`config.mk`:
```
export PLATFORM = sky130hd
export DESIGN_NAME = pws_mixer
export DESIGN_NICKNAME = d
export VERILOG_FILES = /design/src/design/pws_pkg.sv /design/src/design/pws_mixer.sv
export SDC_FILE = /design/constraint.sdc
export NUM_CORES = 1
export LEC_CHECK = 0
export ABC_CLOCK_PERIOD_IN_PS = 7690
export BUFFER_PORTS_ARGS = -buffer_cell sky130_fd_sc_hd__buf_2
export CAP_MARGIN = 20
export CORE_MARGIN = 2
export CORE_UTILIZATION = 57
export CTS_CLUSTER_DIAMETER = 30
export CTS_CLUSTER_SIZE = 8
export DETAILED_ROUTE_END_ITERATION = 8
export PLACE_DENSITY = 0.75
export SLEW_MARGIN = 15
export SYNTH_ARGS = -nofsm -noshare
export SYNTH_HDL_FRONTEND = slang
export SYNTH_SLANG_ARGS = --single-unit
```
`constraint.sdc`:
```
create_clock -name clock -period 7.69 [get_ports clock]
set_input_delay 1.1535 -clock clock [delete_from_list [all_inputs] [get_ports clock]]
set_output_delay 1.1535 -clock clock [all_outputs]
set_load 0.01 [all_outputs]
```
`src/design/pws_pkg.sv`:
```
`default_nettype none
// ----------------------------------------------------------------------------
// pws_pkg
// shared constants, types and the pitch bend factor rom for the wavetable synth
// ----------------------------------------------------------------------------
package pws_pkg;

   localparam int VOICE_COUNT     = 15;
   localparam int VOICE_AW        = 4;
   localparam int WAVE_LEN        = 1024;
   localparam int WAVE_AW         = 10;
   localparam int PHASE_FRAC_BITS = 16;
   localparam int PHASE_W         = 26;
   localparam int STEP_W          = 27;
   localparam int STEP_TBL_W      = 26;
   localparam int KEY_COUNT       = 128;
   localparam int KEY_W           = 7;
   localparam int FACTOR_W        = 17;
   localparam int BEND_PROD_W     = STEP_TBL_W + FACTOR_W;
   localparam int SAMPLE_W        = 16;
   localparam int VOL_W           = 7;
   localparam int MIX_PROD_W      = SAMPLE_W + VOL_W + 1;
   localparam int SUM_W           = 24;
   localparam int DAC_W           = 12;
   localparam int DAC_MID         = 2048;
   localparam int DAC_MAX         = 4095;

   localparam logic [2:0] MODE_TICK      = 3'd0;
   localparam logic [2:0] MODE_NOTE_ON   = 3'd1;
   localparam logic [2:0] MODE_NOTE_OFF  = 3'd2;
   localparam logic [2:0] MODE_BEND      = 3'd3;
   localparam logic [2:0] MODE_LOAD_WAVE = 3'd4;
   localparam logic [2:0] MODE_LOAD_STEP = 3'd5;

   typedef struct packed {
      logic                  active;
      logic [KEY_W-1:0]      note;
      logic [3:0]            chan;
      logic [VOL_W-1:0]      volume;
      logic [STEP_W-1:0]     step;
      logic [PHASE_W-1:0]    phase;
   } voice_type;

   typedef struct packed {
      logic clear;
      logic mul;
      logic acc;
   } mix_ctl_type;

   localparam logic [FACTOR_W-1:0] BEND_FACTOR [0:63] = '{
      17'd61858, 17'd61970, 17'd62081, 17'd62194, 17'd62306, 17'd62419, 17'd62531, 17'd62644,
      17'd62757, 17'd62871, 17'd62984, 17'd63098, 17'd63212, 17'd63326, 17'd63441, 17'd63556,
      17'd63670, 17'd63785, 17'd63901, 17'd64016, 17'd64132, 17'd64248, 17'd64364, 17'd64480,
      17'd64596, 17'd64713, 17'd64830, 17'd64947, 17'd65065, 17'd65182, 17'd65300, 17'd65418,
      17'd65536, 17'd65654, 17'd65773, 17'd65892, 17'd66011, 17'd66130, 17'd66250, 17'd66369,
      17'd66489, 17'd66609, 17'd66730, 17'd66850, 17'd66971, 17'd67092, 17'd67213, 17'd67335,
      17'd67456, 17'd67578, 17'd67700, 17'd67823, 17'd67945, 17'd68068, 17'd68191, 17'd68314,
      17'd68438, 17'd68561, 17'd68685, 17'd68809, 17'd68933, 17'd69058, 17'd69183, 17'd69308
   };

endpackage
`default_nettype wire

```
`src/design/pws_mixer.sv`:
```
`default_nettype none
// ----------------------------------------------------------------------------
// pws_mixer
// scales voice samples by volume, accumulates them and saturates the dac sample
// ----------------------------------------------------------------------------
module pws_mixer
   import pws_pkg::*;
(
   input  wire logic                        clock,
   input  wire mix_ctl_type                 ctl,
   input  wire logic signed [SAMPLE_W-1:0]  sample,
   input  wire logic [VOL_W-1:0]            volume,
   output logic [DAC_W-1:0]                 dac
);

   logic signed [MIX_PROD_W-1:0] prod_ff;
   logic signed [SUM_W-1:0]      sum_ff;
   logic signed [SUM_W-1:0]      term;
   logic signed [SUM_W-1:0]      scaled;
   logic signed [SUM_W-1:0]      biased;

   // arithmetic shifts give floor division
   assign term   = SUM_W'(prod_ff >>> 4);
   assign scaled = sum_ff >>> 10;
   assign biased = scaled + SUM_W'(DAC_MID);

   always_ff @(posedge clock) begin
      if (ctl.mul) begin
         prod_ff <= MIX_PROD_W'(sample * $signed({1'b0, volume}));
      end
      if (ctl.clear) begin
         sum_ff <= '0;
      end else if (ctl.acc) begin
         sum_ff <= sum_ff + term;
      end
   end

   always_comb begin
      priority if (biased < 0) begin
         dac = '0;
      end else if (biased > SUM_W'(DAC_MAX)) begin
         dac = DAC_W'(DAC_MAX);
      end else begin
         dac = biased[DAC_W-1:0];
      end
   end

endmodule
`default_nettype wire

```
# ---- Word level (Yosys, flattened, before mapping)
# Index checks and enable logic that the tools add are counted.
dict set report word_totals {
  inputBits 27
  mem_count 0
  regBits 48
  latch_bits 0
  romBits 0
  wordCells 9
  ram_bits 0
}
dict set report op_classes {
  div 0
  bitwise 0
  shifts 0
  mux 2
  multipliers 1
  eq_ne 0
  reduce_logical 0
  n_addsub 2
  order_cmp 2
}
# cell count
set op_table {}
lappend op_table {{24-bit by 20-bit adder with 24-bit output} 1}
lappend op_table {{16-bit by 8-bit multiplier with 24-bit output} 1}
lappend op_table {{12-bit two-way mux} 2}
lappend op_table {{14-bit by 13-bit adder with 15-bit output, second input constant} 1}
lappend op_table {{15-bit by 13-bit greater-than comparator with 1-bit output, second input constant} 1}
lappend op_table {{15-bit by 1-bit less-than comparator with 1-bit output, second input constant} 1}

# ---- Logic depth before layout (Yosys ltp)
dict set report logic_depth {
  word_depth 4
  depth_mapped 20
}

# ---- Least setup slack after synthesis
# OpenSTA, ideal clock, no wires.
dict set report synth_path {
  kind {input -> register}
  startpoint {input port volume[4]}
  endpoint {register prod_ff[23], data pin}
  path_stages 19
  setup_slack_ns 1.975
  required_time_ns 7.430
  arrival_ns 5.455
  path_cell_list {clkbuf_1 nand2_1 fa_1 fa_1 inv_1 fa_1 inv_1 fa_1 inv_1 ha_1 a21o_1 a21oi_2 a21oi_1 a2111oi_2 o31ai_1 a21oi_1 o21ai_1 a21oi_1 xnor2_1}
}
dict set report synth_between {
  elab_chain_len 1
}
# element line_no
set synth_rtl {}
lappend synth_rtl {{start, declared} pws_mixer.sv:12} ;# input wire logic [VOL_W-1:0] volume,
lappend synth_rtl {{16-bit by 8-bit multiplier with 24-bit output} pws_mixer.sv:29} ;# prod_ff <= MIX_PROD_W'(sample * $signed({1'b0, volume}));
lappend synth_rtl {{end signal, assigned} pws_mixer.sv:29}
lappend synth_rtl {{end, declared} pws_mixer.sv:16} ;# logic signed [MIX_PROD_W-1:0] prod_ff;
# Every way passes these cells.
# A chain may end at the register's enable or synchronous reset.

# ---- Final worst setup path
# Ends and elaborated chain as after synthesis.

==> qor.txt <==
# fillers: 1008
Clock Skews: 4.88 ps
Hold-fix buffers, CTS: 0
Remaining global-route overflow: 0
Reg clk slew, reported paths: 60 ps
WP buf/inv: 4
Antenna violations before repair: 0
Final Setup Violations: 0
Largest net degree at the start of global routing: 26
Drt wl/cell: 13.8 um
Clock buffer depth: 2
Delay-heaviest family, CP: adder cells
Critical Path RT: 7720 ps
Post-Route WL: 13300 um
Post-CTS setup buffer count: 0
DR DRC count: 0
CTS tree: done
Max stage delay on crit path: 520 ps
Mean Syn Cell Area: 8.82 sq um
Number of synthesis warnings: 0
Max IR drop VDD: 0.162 mV
Setup crit start kind: input port
Post-synthesis cell count: 786
H-tree depth: 2
Final ANT Viol Nets: 0
Nets@finish: 997
Vias per cell: 5.38
Layout cells sized above 1: 8.12%
IO Pins: 39
DR pass1 iterations: 4
Critical path's slowest cell: fa_1
Clk sinks: 44
Post-cts resize count: 0
Total Neg Setup Slack: 0 ps
Crit end category: flop
Post-synth EDFFs: 20
Synth cell types: 58
Syn Nets: 971
Fin crit period: 5840 ps
Cell row count: 40
Seq cells post-synth: 44
Synth area leader: fa_1
RSZ-0062 raised after global routing: false
Async S/R FF share, synth: 0%
Main synth FF type: dfxtp_1
CTS Root Cell: clkbuf_16
Mapped Area: 6930 sq um
GRT Overall Usage: 21.3%
PwrDens: 373 nW/um^2
Slew @ Worst Pin: 523 ps
Top-area cell type share of the netlist area: 25.1%
Worst hold path class: reg2reg
CP cell instances: buf_2 > nand2_1 > fa_1 > fa_1 > inv_1 > fa_1 > inv_1 > fa_1 > inv_1 > ha_1 > a21o_1 > a21oi_2 > a21oi_1 > a2111oi_2 > o31ai_1 > a21oi_1 > o21ai_1 > a21oi_1 > xnor2_1
GP Congestion: 0.880
Max Slew Vio Count: 0
Core footprint: 12000 sq um
Initial Utilization: 58.0%
Outcome: finished, final reports clean
Die area: 13100 sq um
First-pass GRT wire length: 23000 um
Fmax: 171 MHz
LEAKAGE: 3.76 nW
Slew Limit Headroom: 65.1%
Hold Vio Cnt, Final: 0
Die height: 114 um
Routed via count: 5162
Clock Latency Late Sink: 280 ps
Area contributors post-synth: fa_1, ha_1, edfxtp_1
Arr. time, crit path: 5870 ps
Cell mode on critical path: fa_1
Part of the Yosys area used for sequential elements: 15.6%
P&R area growth vs syn: 6.62%
Die Width: 114 um
Total CTS buffers: 5
Hold_ws: 501 ps
Ant diodes: 0
PortBufs: 38
Maxcap violations: 0
Critical path type: in2reg
Largest fanout on the critical path: 16
Crit share post-route: 75.9%
DPL Wire Length: 11100 um
Drt first-iter violations: 207
Vias in the first global route: 5082
sequential cells by signal (all words and copies together) (netlist names):
name	cells
sum_ff	24
prod_ff	20
cells by family (layout without fill, tap and decap cells):
| family | after synthesis | in the layout | synth area share, % |
|---|---|---|---|
| xor gates and xnor gates | 41 | 41 | 5.18 |
| and+or+nand+nor | 242 | 242 | 17.8 |
| buffers and inverters | 159 | 186 | 8.79 |
| AOI/OAI and AO/OA | 128 | 128 | 12.7 |
| muxes | 14 | 14 | 2.04 |
| DFF | 44 | 44 | 15.6 |
| adders and majority gates | 158 | 158 | 37.9 |
metrics by stage:
step	setup WS, ps	instance area (sq um)	instances	util [%]	power (mW)
finish	1850	7390	960	61.8	2.76
global route	1650	7390	960	61.8	3.06
CTS	1900	7390	959	61.8	2.76
detailed placement	1600	7220	951	60.4	2.50
global placement	1750	7220	951	60.4	2.43
floorplan	1970	6930	786	-	2.11
report_power, final:
part           total (mW)  internal, mW  switching [mW]
combinational        2.04         0.894            1.14
sequential          0.488         0.411          0.0774
clock               0.237         0.152          0.0844
total                2.76          1.46            1.30
routing by layer:
layer / up-vias / routed length, um / global-route usage [%]
met1: 2450 / 6300 / 28.6
met3: 16 / 429 / 2.12
met2: 111 / 6390 / 37.9
met4: 0 / 150 / 4.23
li1: 2585 / - / -
met5: - / 0 / 0
cell usage in the layout, fill, tap and decap left out, types with 20 or more instances in the layout:
| master | n |
|---|---|
| a21oi_1 | 39 |
| a21o_1 | 24 |
| dfxtp_1 | 24 |
| edfxtp_1 | 20 |
| nor2_1 | 61 |
| xnor2_1 | 32 |
| nand2_1 | 47 |
| fa_1 | 87 |
| inv_1 | 139 |
| ha_1 | 71 |
| and2_1 | 87 |
| buf_2 | 39 |
area by class of cell:
| class | count | area (sq um) | share of cell area (%) |
|---|---|---|---|
| flip-flops and latches | 44 | 1080 | 14.6 |
| inverters | 139 | 522 | 7.06 |
| clock inverters | 3 | 42.5 | 0.575 |
| multi-input cells | 583 | 5240 | 70.9 |
| clock buffers | 5 | 125 | 1.69 |
| well taps | 147 | 184 | 2.49 |
| repair buffers | 39 | 195 | 2.64 |
worst register-to-register path, cell delays in order (launching register included):
cell	delay, ps
edfxtp_1	400
ha_1	390
a21oi_1	250
nor2_1	80
o32ai_2	390
o21ai_2	120
a21oi_2	230
o221ai_2	140
a21oi_2	170
mux2i_1	220
mux2_1	340
path summary, 6_finish.rpt:
check             startpoint          end  slack (ps)  cells after the start
hold / removal     sum_ff[1]    sum_ff[1]         500                      2
setup reg to reg  prod_ff[8]   sum_ff[23]        4860                     10
hold reg to reg    sum_ff[1]    sum_ff[1]         500                      2
setup / recovery   volume[4]  prod_ff[23]        1850                     19
synth_stat cells, drive strengths merged, types with 2 or more instances:
master / n
a221oi: 2
and2: 87
a211oi: 4
buf: 6
dfxtp: 24
inv: 139
xor2: 9
clkbuf: 14
and3: 3
mux2i: 13
a21o: 25
nand4: 6
nand2: 47
ha: 71
edfxtp: 20
nor2: 62
a21oi: 44
o21ai: 24
nand2b: 7
o21a: 3
or3: 3
o2111ai: 2
o21bai: 3
o22ai: 4
xnor2: 32
a21boi: 4
a31oi: 2
nand3: 8
fa: 87
nor2b: 5
nor3: 8
Power figures use the tool's default switching activity.
