File: config.mk
export PLATFORM = sky130hd
export DESIGN_NAME = pws_ram
export DESIGN_NICKNAME = d
export VERILOG_FILES = /design/src/design/pws_ram.sv
export SDC_FILE = /design/constraint.sdc
export NUM_CORES = 1
export LEC_CHECK = 0
export BUFFER_PORTS_ARGS = -buffer_cell sky130_fd_sc_hd__buf_2
export CORE_ASPECT_RATIO = 1.4
export CORE_MARGIN = 5
export CORE_UTILIZATION = 45
export CTS_CLUSTER_DIAMETER = 150
export DETAILED_ROUTE_END_ITERATION = 10
export GPL_ROUTABILITY_DRIVEN = 0
export HOLD_SLACK_MARGIN = 0.06
export PLACE_DENSITY = 0.6
export SLEW_MARGIN = 20
export SYNTH_ARGS = -nofsm -noshare
export SYNTH_HDL_FRONTEND = slang
export SYNTH_SLANG_ARGS = --single-unit
File: constraint.sdc
create_clock -name clock -period 5.75 [get_ports clock]
set_input_delay 1.15 -clock clock [delete_from_list [all_inputs] [get_ports clock]]
set_output_delay 1.15 -clock clock [all_outputs]
set_load 0.05 [all_outputs]
File: src/design/pws_ram.sv
`default_nettype none
// ----------------------------------------------------------------------------
// pws_ram
// generic single write port ram with one registered read port
// ----------------------------------------------------------------------------
module pws_ram #(
   parameter int WIDTH = 8,
   parameter int DEPTH = 16
) (
   input  wire logic                     clock,
   input  wire logic                     wr_en,
   input  wire logic [$clog2(DEPTH)-1:0] wr_addr,
   input  wire logic [WIDTH-1:0]         wr_data,
   input  wire logic [$clog2(DEPTH)-1:0] rd_addr,
   output logic      [WIDTH-1:0]         rd_data
);

   logic [WIDTH-1:0] mem [DEPTH];

   always_ff @(posedge clock) begin
      if (wr_en) begin
         mem[wr_addr] <= wr_data;
      end
      rd_data <= mem[rd_addr];
   end

endmodule
`default_nettype wire

# ---- Word level (Yosys, flattened, before mapping)
# Memories as Yosys holds them, arrays and structs flattened. A register that Yosys moved wholly into a read port is not among the register bits.
# Cells that the tools add are included.
dict set report classes {
  mux 2
}
# cell count
set ops {}
lappend ops {{$mux W1} 2}
dict set report totals {
  input_bits 18
  mem_bits_rw 128
  wordCells 3
  regBits 0
  n_memories 1
}
# name words word_bits rd rd_clocked_by_memory_dff wr line_no
set memory_table {}
lappend memory_table {mem 16 8 1 1 1 18} ;# logic [WIDTH-1:0] mem [DEPTH];

# ---- Logic depth before layout (Yosys ltp)
# Gate-level depths: netlist (run 1).
dict set report logic_depth {
  ltp_word 2
  ltp_mapped 5
  mapped_depth_nobuf 3
}

# ---- Worst setup path after synthesis (run 1)
# No wires, ideal clock.
dict set report synth_timing {
  path_kind {in2reg}
  start {in wr_addr[2]}
  end {mem mem[0][0], enable pin}
  arrival_ns 2.260
  n_path_buf 0
  setup_slack_ns 3.107
  stages 2
  path_cell_list {or3b_2 > nor3_1}
}
# element line_no
set synth_rtl {}
lappend synth_rtl {{start: declaration} 12} ;# input wire logic [$clog2(DEPTH)-1:0] wr_addr,
lappend synth_rtl {{end: declaration} 18}
# Straight into the memory's write port.

# ---- Worst setup path in the final report (run 1)
dict set report layout_timing {
  start {in wr_addr[2]}
  end {mem mem[2][1], enable pin}
}
# Straight into the memory's write port.

==> impl_metrics.ini, run 1 <==
[outcome]
status = finished clean

[clock_tree]
htree_levels = 4
cts_max_path_buffers = 2
worstSkewPairLatency_ps = 410
cts_resized = 0
hold_buffers = 0
clock_sinks = 136
postCtsSetupRepairBufs = 0
numCtsBuffers = 17
cts.root.buffer_cell = clkbuf_16
path_clk_slew_ps = 50
cts_tree = done

[worst_setup_path]
arrival_ps = 2510
start_kind = input port
critPathRequiredTime_ps = 5780
path_max_fanout = 8
cp-end-kind = register
criticalPathCategory = input port to register
reg2reg_slack_ps = 4370

[logic_synthesis]
ys_seq_area_frac = 0.778
synth-seq-cells = 136
syn_area_per_cell_um2 = 22.5
synthCells = 229
yosysWarnings = 0
synthesis.nets = 247
synthDistinctLibCells = 19
syn_area_mm2 = 0.00515

[place]
hpwl_um = 6210
port_buffers = 25

[layout]
n_antenna_cell = 0
fin_nets = 282
fillers = 922
areaGrowthSynthToFinish_pct = 15.8
fin_util = 0.529
drive_gt1_frac = 0.278

[routing]
dr.first_iter.drc_count = 185
drtAntennaViolNets = 0
viasPerCell = 5.69
wl_met1_um = 4150
wl_um = 9910
wl_per_cell_um = 23.5
vias = 2397
wl_met3_um = 517
route.met2.wl_um = 5140
dr.max_layer_used = met4
drtPass1Iterations = 4
drc = 0

[sta]
rsz0062_at_grt = no
report.final.slew_viol_count = 0
hold_ws_ps = 682
final.setup_skew_ps = 7.72
max_freq_ghz = 0.402
fin_tns_setup_ps = 0
fin_crit_ps = 2490
setup_viol = 0
relSlewSlack = 0.339
period_share = 0.433
hold_viol = 0
tightest_slew_ps = 987

[die]
io_pins = 26
die_width_um = 100
core_area_mm2 = 0.0113
start_util = 0.456
die_height_um = 137
die-area_mm2 = 0.0137
rows = 46

[min_path]
hold_path.class = register to register

[grt]
grt_pass1_vias = 2493
antenna_found_initial = 0
grt_max_degree = 33
grt_pass1_wl_um = 15000
track_usage = 0.157
grt.overflow.total = 0

[pwr]
peakVddDrop_mv = 0.223
powerDensity_mw_per_mm2 = 378
p_leak_nw = 1.98

[flow_run]
cap_violations = 0
==> where the power goes <==
group          internal (mW)  total (mW)  leakage (nW)  switching [mW]
Sequential              1.11        1.12          1.22         0.00663
Combinational         0.0398       0.119         0.480          0.0793
Clock                  0.647        1.02         0.279           0.373
Total                   1.80        2.25          1.98           0.459
==> synthesized netlist by cell type (all sizes together) <==
cell type / number / share of area
clkdlybuf4s25: 3 / 0.0058
nand2: 9 / 0.0066
nor3: 4 / 0.0039
and2: 1 / 0.0012
mux4: 32 / 0.15
buf: 7 / 0.011
edfxtp: 128 / 0.75
and2b: 1 / 0.0015
or3b: 1 / 0.0017
nand3: 1 / 0.00097
nor2b: 1 / 0.0012
nand2b: 2 / 0.0024
dfxtp: 8 / 0.031
nand3b: 2 / 0.0029
nor2: 13 / 0.0095
a22oi: 16 / 0.023
==> cell usage in the layout, fill, tap and decap left out, types with 2 or more instances in the layout <==
cell	instances
mux4_1	14
dfxtp_1	8
a22oi_1	16
buf_2	24
buf_4	2
clkbuf_16	17
clkinv_2	4
clkbuf_1	2
nor2_1	13
nand3b_1	2
edfxtp_1	128
clkinvlp_4	2
nor3_2	3
nand2b_1	2
nand2_1	9
clkbuf_8	5
mux4_2	18
==> cells by family after synthesis <==
kind of cell	synth area share
compound gates	0.0233
simple gates	0.0318
mux	0.150
buf+inv	0.0168
flops	0.778
==> sequential cells by signal, indices dropped and copies added, names as in the netlist <==
register,cells
mem,128
rd_data,8
==> worst max-delay path, stage by stage <==
cell and delay (ps):
buf_2 110, or3b_2 520, nor2_1 730
==> per-stage QoR <==
step / setup slack [ps] / total power, mW / cells / area (um^2)
floorplan: 3110 / 1.21 / 229 / 5150
global placement: 2570 / 1.25 / 389 / 5380
detailed placement: 2590 / 1.26 / 389 / 5390
CTS: 3020 / 2.27 / 421 / 5960
global route: 3230 / 2.32 / 421 / 5960
finish: 3260 / 2.25 / 421 / 5960
==> worst paths after layout <==
path	from	cells past startpoint	end
setup / recovery	wr_addr[2]	3	mem[2][1]$_DFFE_PP_
hold / removal	mem[11][3]$_DFFE_PP_	3	rd_data[3]$_DFF_P_
setup reg to reg	mem[5][3]$_DFFE_PP_	3	rd_data[3]$_DFF_P_
hold reg to reg	mem[11][3]$_DFFE_PP_	3	rd_data[3]$_DFF_P_
==> area by class of cell <==
type / count / area [um^2] / area share
multi-input combinational: 83 / 1070 / 0.180
clock inverter: 8 / 68.8 / 0.0115
tap: 144 / 180 / 0.0302
timing repair buffer: 26 / 135 / 0.0227
sequential: 136 / 4000 / 0.672
clock buffer: 24 / 502 / 0.0842
==> routing by layer <==
layer  track usage  vias to the layer above
li1              -                     1042
met1         0.204                     1262
met2         0.253                       83
met3        0.0454                       10
met4        0.0592                        0
met5             0                        -
Power figures use the tool's default switching activity.
==> run 2: changes to the inputs <==
- ABC_AREA: default -> 1
- PLACE_DENSITY: 0.6 -> 0.59
- clock period: 5.75 -> 2.49 ns (I/O delays scaled with it)
==> run 2 against run 1 <==
  * Final cell count grew 76%
  * Final area increased by 10%
  * Clock-buffer cell count decreased by 2
  * Flip-flop and latch count stayed put
  * Setup slack got worse by 2200 ps
  * Synthesized cell count is 140% higher
  * Non-clock buffer count is 3 higher
  * Routed wire length increased by 27%
  * Via count increased by 57%
  * Core utilization fell by 1.0 points
==> impl_metrics.ini, run 2 <==
[routing]
dr.max_layer_used = met4
wl_met1_um = 5250
drtPass1Iterations = 5
vias = 3762
drtAntennaViolNets = 0
wl_met3_um = 766
wl_um = 12600
drc = 0
wl_per_cell_um = 17.0
route.met2.wl_um = 6340
viasPerCell = 5.08
dr.first_iter.drc_count = 295

[place]
place_area_mm2 = 0.00597
hpwl_um = 7860
port_buffers = 25
dp.cells = 709

[clock_tree]
cts_tree = done
cts_max_path_buffers = 2
worstSkewPairLatency_ps = 410
cts_resized = 0
numCtsBuffers = 17
cts.root.buffer_cell = clkbuf_16
postCtsSetupRepairBufs = 0
clock_sinks = 136
htree_levels = 4
path_clk_slew_ps = 60
hold_buffers = 0

[layout]
fin_util = 0.518
regArea_mm2 = 0.00400
stdcell_count = 741
mostFrequentLayoutCell = nand2_1
largest_reg_flops = 128
fillers = 1107
fin_nets = 593
drive_gt1_frac = 0.107
fin_area_mm2 = 0.00658
top_regs = mem (128), rd_data (8)
layout.cells.most_common_list = nand2_1, edfxtp_1, inv_1
regMostFlops = mem
areaGrowthSynthToFinish_pct = 14.1
n_antenna_cell = 0
multiInputGateArea_mm2 = 0.00121

[die]
die_height_um = 144
core_area_mm2 = 0.0127
io_pins = 26
start_util = 0.454
rows = 49
die-area_mm2 = 0.0152
die_width_um = 106

[sta]
max_freq_ghz = 0.682
tightest_slew_ps = 765
report.final.slew_viol_count = 0
hold_viol = 0
relSlewSlack = 0.488
setup_viol = 0
final.setup_skew_ps = 5.42
rsz0062_at_grt = no
fin_tns_setup_ps = 0
hold_ws_ps = 473
fin_crit_ps = 1470
period_share = 0.589

[logic_synthesis]
synthDistinctLibCells = 12
syn_area_mm2 = 0.00577
synth_edf_count = 128
synthCells = 551
synth.top_cell.area_share = 0.667
synth_top_family_by_area = simple AND/OR/NAND/NOR gates
synthTopCellsByArea = edfxtp_1, nand2_1, nand3_1
syn_area_per_cell_um2 = 10.5
synth_xor_area_frac = 0
synth_compound_area_frac = 0
yosysWarnings = 0
synthMuxAreaShare = 0
synth-seq-cells = 136
yosys_most_used_dff = edfxtp_1
synth_top_cell_by_area = edfxtp_1
ys_top_cells_by_count = nand2_1, edfxtp_1, inv_1, nand3_1, nor2_1
synth-simple-area-share = 0.210
async_reset_ff_frac = 0
synth_fa_ha_area_frac = 0
synthesis.nets = 569
yosysMostFrequentCell = nand2_1
ys_seq_area_frac = 0.694

[worst_setup_path]
cp_slowest_cell = dfxtp_1
arrival_ps = 970
crit_chain = buf_2
critPathRequiredTime_ps = 1990
cp_num_buf_inv = 1
critPathTopFamily = flip-flops
start_kind = register
criticalPathCategory = register to output pin
path_max_fanout = 1
slowest_delay_ps = 310
cp-end-kind = output pin

[grt]
grt_pass1_vias = 3773
grt_pass1_wl_um = 20300
grt.overflow.total = 0
antenna_found_initial = 0
grt_max_degree = 65
track_usage = 0.180

[pwr]
peakVddDrop_mv = 0.606
powerDensity_mw_per_mm2 = 822
p_leak_nw = 2.83

[flow_run]
cap_violations = 0

[min_path]
hold_path.class = input port to register

[outcome]
status = finished clean
## run 2: cell types whose count changed after synthesis, moves of 4 or more
cell / before / now
a22oi_1: 16 / 0
mux4_1: 14 / 0
buf_2: 3 / 13
nand2_1: 9 / 173
mux4_2: 18 / 0
nor3_1: 4 / 0
nor2_1: 13 / 17
nand3_1: 1 / 97
inv_1: 0 / 100
## run 2: cell type report
type	instances	area share
inverters	102	0.0582
clock buffers	22	0.0786
flip-flops and latches	136	0.609
well taps	153	0.0291
clock inverters	10	0.0135
repair buffers	29	0.0274
multi-input cells	289	0.185
## run 2: final timing paths
| path | slack, ps | cells past startpoint | from | endpoint |
|---|---|---|---|---|
| worst max-delay path | 1020 | 1 | rd_data[4]$_DFF_P_ | rd_data[4] |
| worst max register to register | 1450 | 6 | mem[8][5]$_DFFE_PP_ | rd_data[5]$_DFF_P_ |
| worst min register to register | 670 | 6 | mem[12][2]$_DFFE_PP_ | rd_data[2]$_DFF_P_ |
| worst min-delay path | 470 | 3 | rd_addr[3] | rd_data[2]$_DFF_P_ |
## run 2: report_power, final
| part | total (mW) | switching (mW) | internal (mW) |
|---|---|---|---|
| Sequential | 2.57 | 0.0126 | 2.56 |
| Combinational | 0.357 | 0.271 | 0.0864 |
| Clock | 2.48 | 0.912 | 1.57 |
| Total | 5.41 | 1.20 | 4.21 |
## run 2: cells by family (layout without fill, tap and decap cells)
kind of cell           Yosys count  count (layout)
buffers and inverters          126             163
AND/OR/NAND/NOR                289             289
flip-flops                     136             136
## run 2: metal layers
metal  global-route usage  up-vias
li1                     -     1820
met1                0.232     1781
met2                0.298      143
met3               0.0355       18
met4               0.0778        0
met5                    0        -
## run 2: stage by stage
| stage | setup slack (ps) | power (mW) |
|---|---|---|
| floorplan | 1040 | 2.85 |
| global placement | 689 | 2.97 |
| detailed placement | 646 | 2.98 |
| CTS | 998 | 5.44 |
| global route | 966 | 5.59 |
| finish | 1020 | 5.41 |
==> run 3: changes to the inputs <==
- PLACE_DENSITY: 0.59 -> 0.62
- clock period: 2.49 -> 1.26 ns (I/O delays scaled with it)
==> run 3 against run 2 <==
  * Sequential share of layout area down 2.6 points
  * Power increased by 100%
  * Combinational power up 110%
  * Die area unchanged
  * Hold slack got worse by 250 ps
  * Final area up 4.4%
  * First-iteration DRC count is 20% lower
  * Setup slack got worse by 1000 ps
  * Highest routed layer unchanged
  * Largest power group unchanged
==> impl_metrics.ini, run 3 (synthesis gave the netlist of run 2 again) <==
[sta]
period_share = 0.979
rsz0062_at_grt = no
relSlewSlack = 0.769
fin_crit_ps = 1230
tightest_slew_ps = 346
report.final.slew_viol_count = 0
final.setup_skew_ps = 7.72
setup_viol = 0
hold_viol = 0
max_freq_ghz = 0.810

[worst_setup_path]
r2r_end = rd_data[2]$_DFF_P_
reg2reg_depth = 6
critPathRequiredTime_ps = 1010
criticalPathCategory = register to output pin
reg2reg_slack_ps = 230
cp-end-kind = output pin
slowest_delay_ps = 390
path_max_fanout = 1
critPathTopFamily = flip-flops
cp_num_buf_inv = 1
cp_slowest_cell = dfxtp_1
arrival_ps = 980
start_kind = register
crit_chain = buf_6
r2r_start = mem[1][2]$_DFFE_PP_

[pwr]
p_leak_nw = 3.00
powerDensity_mw_per_mm2 = 1580
peakVddDrop_mv = 0.854

[die]
core_area_mm2 = 0.0127
start_util = 0.454
io_pins = 26
die_height_um = 144
rows = 49
die-area_mm2 = 0.0152
die_width_um = 106

[min_path]
hold_path.class = input port to register
min_to = mem[6][7]$_DFFE_PP_
hold_path_depth = 1
hp-start = wr_data[7]

[layout]
areaGrowthSynthToFinish_pct = 19.1
drive_gt1_frac = 0.152
fin_util = 0.541
mostFrequentLayoutCell = nand2_1
fin_area_mm2 = 0.00687
largest_reg_flops = 128
fillers = 1085
layout.cells.most_common_list = nand2_1, edfxtp_1, inv_1
top_regs = mem (128), rd_data (8)
regMostFlops = mem
fin_nets = 623
n_antenna_cell = 0

[grt]
top_usage_layer = met2
grtUsageMet2 = 0.304
grt_util_met1 = 0.216
use_met3 = 0.0431
grt_pass1_wl_um = 20100
antenna_found_initial = 0
grt_pass1_vias = 3740
grt_max_degree = 26
track_usage = 0.178
grt.overflow.total = 0

[clock_tree]
cts_max_path_buffers = 2
cts_tree = done
hold_buffers = 0
htree_levels = 4
postCtsSetupRepairBufs = 0
cts.root.buffer_cell = clkbuf_16
numCtsBuffers = 17
clock_sinks = 136
worstSkewPairLatency_ps = 410
path_clk_slew_ps = 60

[routing]
viasPerCell = 4.98
drc = 0
wl_per_cell_um = 16.2
wl_um = 12500
dr.first_iter.drc_count = 236
drtAntennaViolNets = 0
vias = 3840
drtPass1Iterations = 4

[place]
place_area_mm2 = 0.00623
port_buffers = 25
hpwl_um = 8330

[outcome]
status = finished clean

[flow_run]
cap_violations = 0
-- run 3: changes by cell type in the layout (fill, tap and decap cells not counted), sizes merged --
cell,change
buf,+28
bufinv,+2
clkbuf,-2
clkinv,-1
clkinvlp,+1
inv,+2
-- run 3: cell type report --
type | count | area, um^2 | share of cell area
sequential | 136 | 4010 | 0.583
clock buffer | 18 | 439 | 0.0639
tap | 153 | 191 | 0.0279
timing repair buffer | 59 | 463 | 0.0674
clock inverter | 14 | 173 | 0.0251
multi-input combinational | 289 | 1210 | 0.177
inverter | 102 | 383 | 0.0557
-- run 3: timing repair --
item	4_1_cts	5_1_grt
endpoints found under the setup margin	3	2
pin swaps	0	0
gates resized for setup	6	2
cloned	0	0
-- run 3: routing by layer --
| layer | up-vias | routed length [um] |
|---|---|---|
| met5 | - | 0 |
| met3 | 28 | 588 |
| met4 | 0 | 346 |
| met1 | 1832 | 5160 |
| met2 | 98 | 6420 |
| li1 | 1882 | - |
-- run 3: worst register-to-register path, cell delays in order (launching register included) --
cell and delay, ps:
edfxtp_1 400, inv_1 90, nand2_1 50, nand3_1 80
nand3_1 110, nand3_1 140, nand2_1 60
-- run 3: per-stage QoR --
step | total power [mW] | instances | setup WS [ps] | hold WS, ps | TNS (ps)
4_1_cts | 10.9 | 771 | 7.76 | 220 | 0
5_1_grt | 11.2 | 771 | 2.25 | 229 | 0
6_report | 10.9 | 771 | 25.9 | 224 | 0
3_5_place_dp | 5.93 | 739 | -104 | 639 | -1900
3_3_place_gp | 5.91 | 739 | -92.1 | 632 | -1090
2_1_floorplan | 5.64 | 551 | 57.2 | 351 | 0
-- run 3: worst max path at each step --
stage | startpoint | to | slack [ps] | cells past startpoint
2_1_floorplan | wr_addr[3] | mem[4][0]$_DFFE_PP_ | 60 | 2
3_3_place_gp | rd_addr[0] | rd_data[7]$_DFF_P_ | -90 | 8
3_5_place_dp | rd_addr[0] | rd_data[7]$_DFF_P_ | -100 | 8
4_1_cts | rd_data[7]$_DFF_P_ | rd_data[7] | 8 | 1
5_1_grt | rd_data[7]$_DFF_P_ | rd_data[7] | 2 | 1
6_report | rd_data[7]$_DFF_P_ | rd_data[7] | 30 | 1
-- run 3: where the power goes --
group	internal, mW	switching (mW)	leakage (nW)	total [mW]
sequential	5.06	0.0336	1.22	5.09
clock	3.17	1.84	0.285	5.01
combinational	0.234	0.520	1.49	0.754
total	8.46	2.39	3.00	10.9
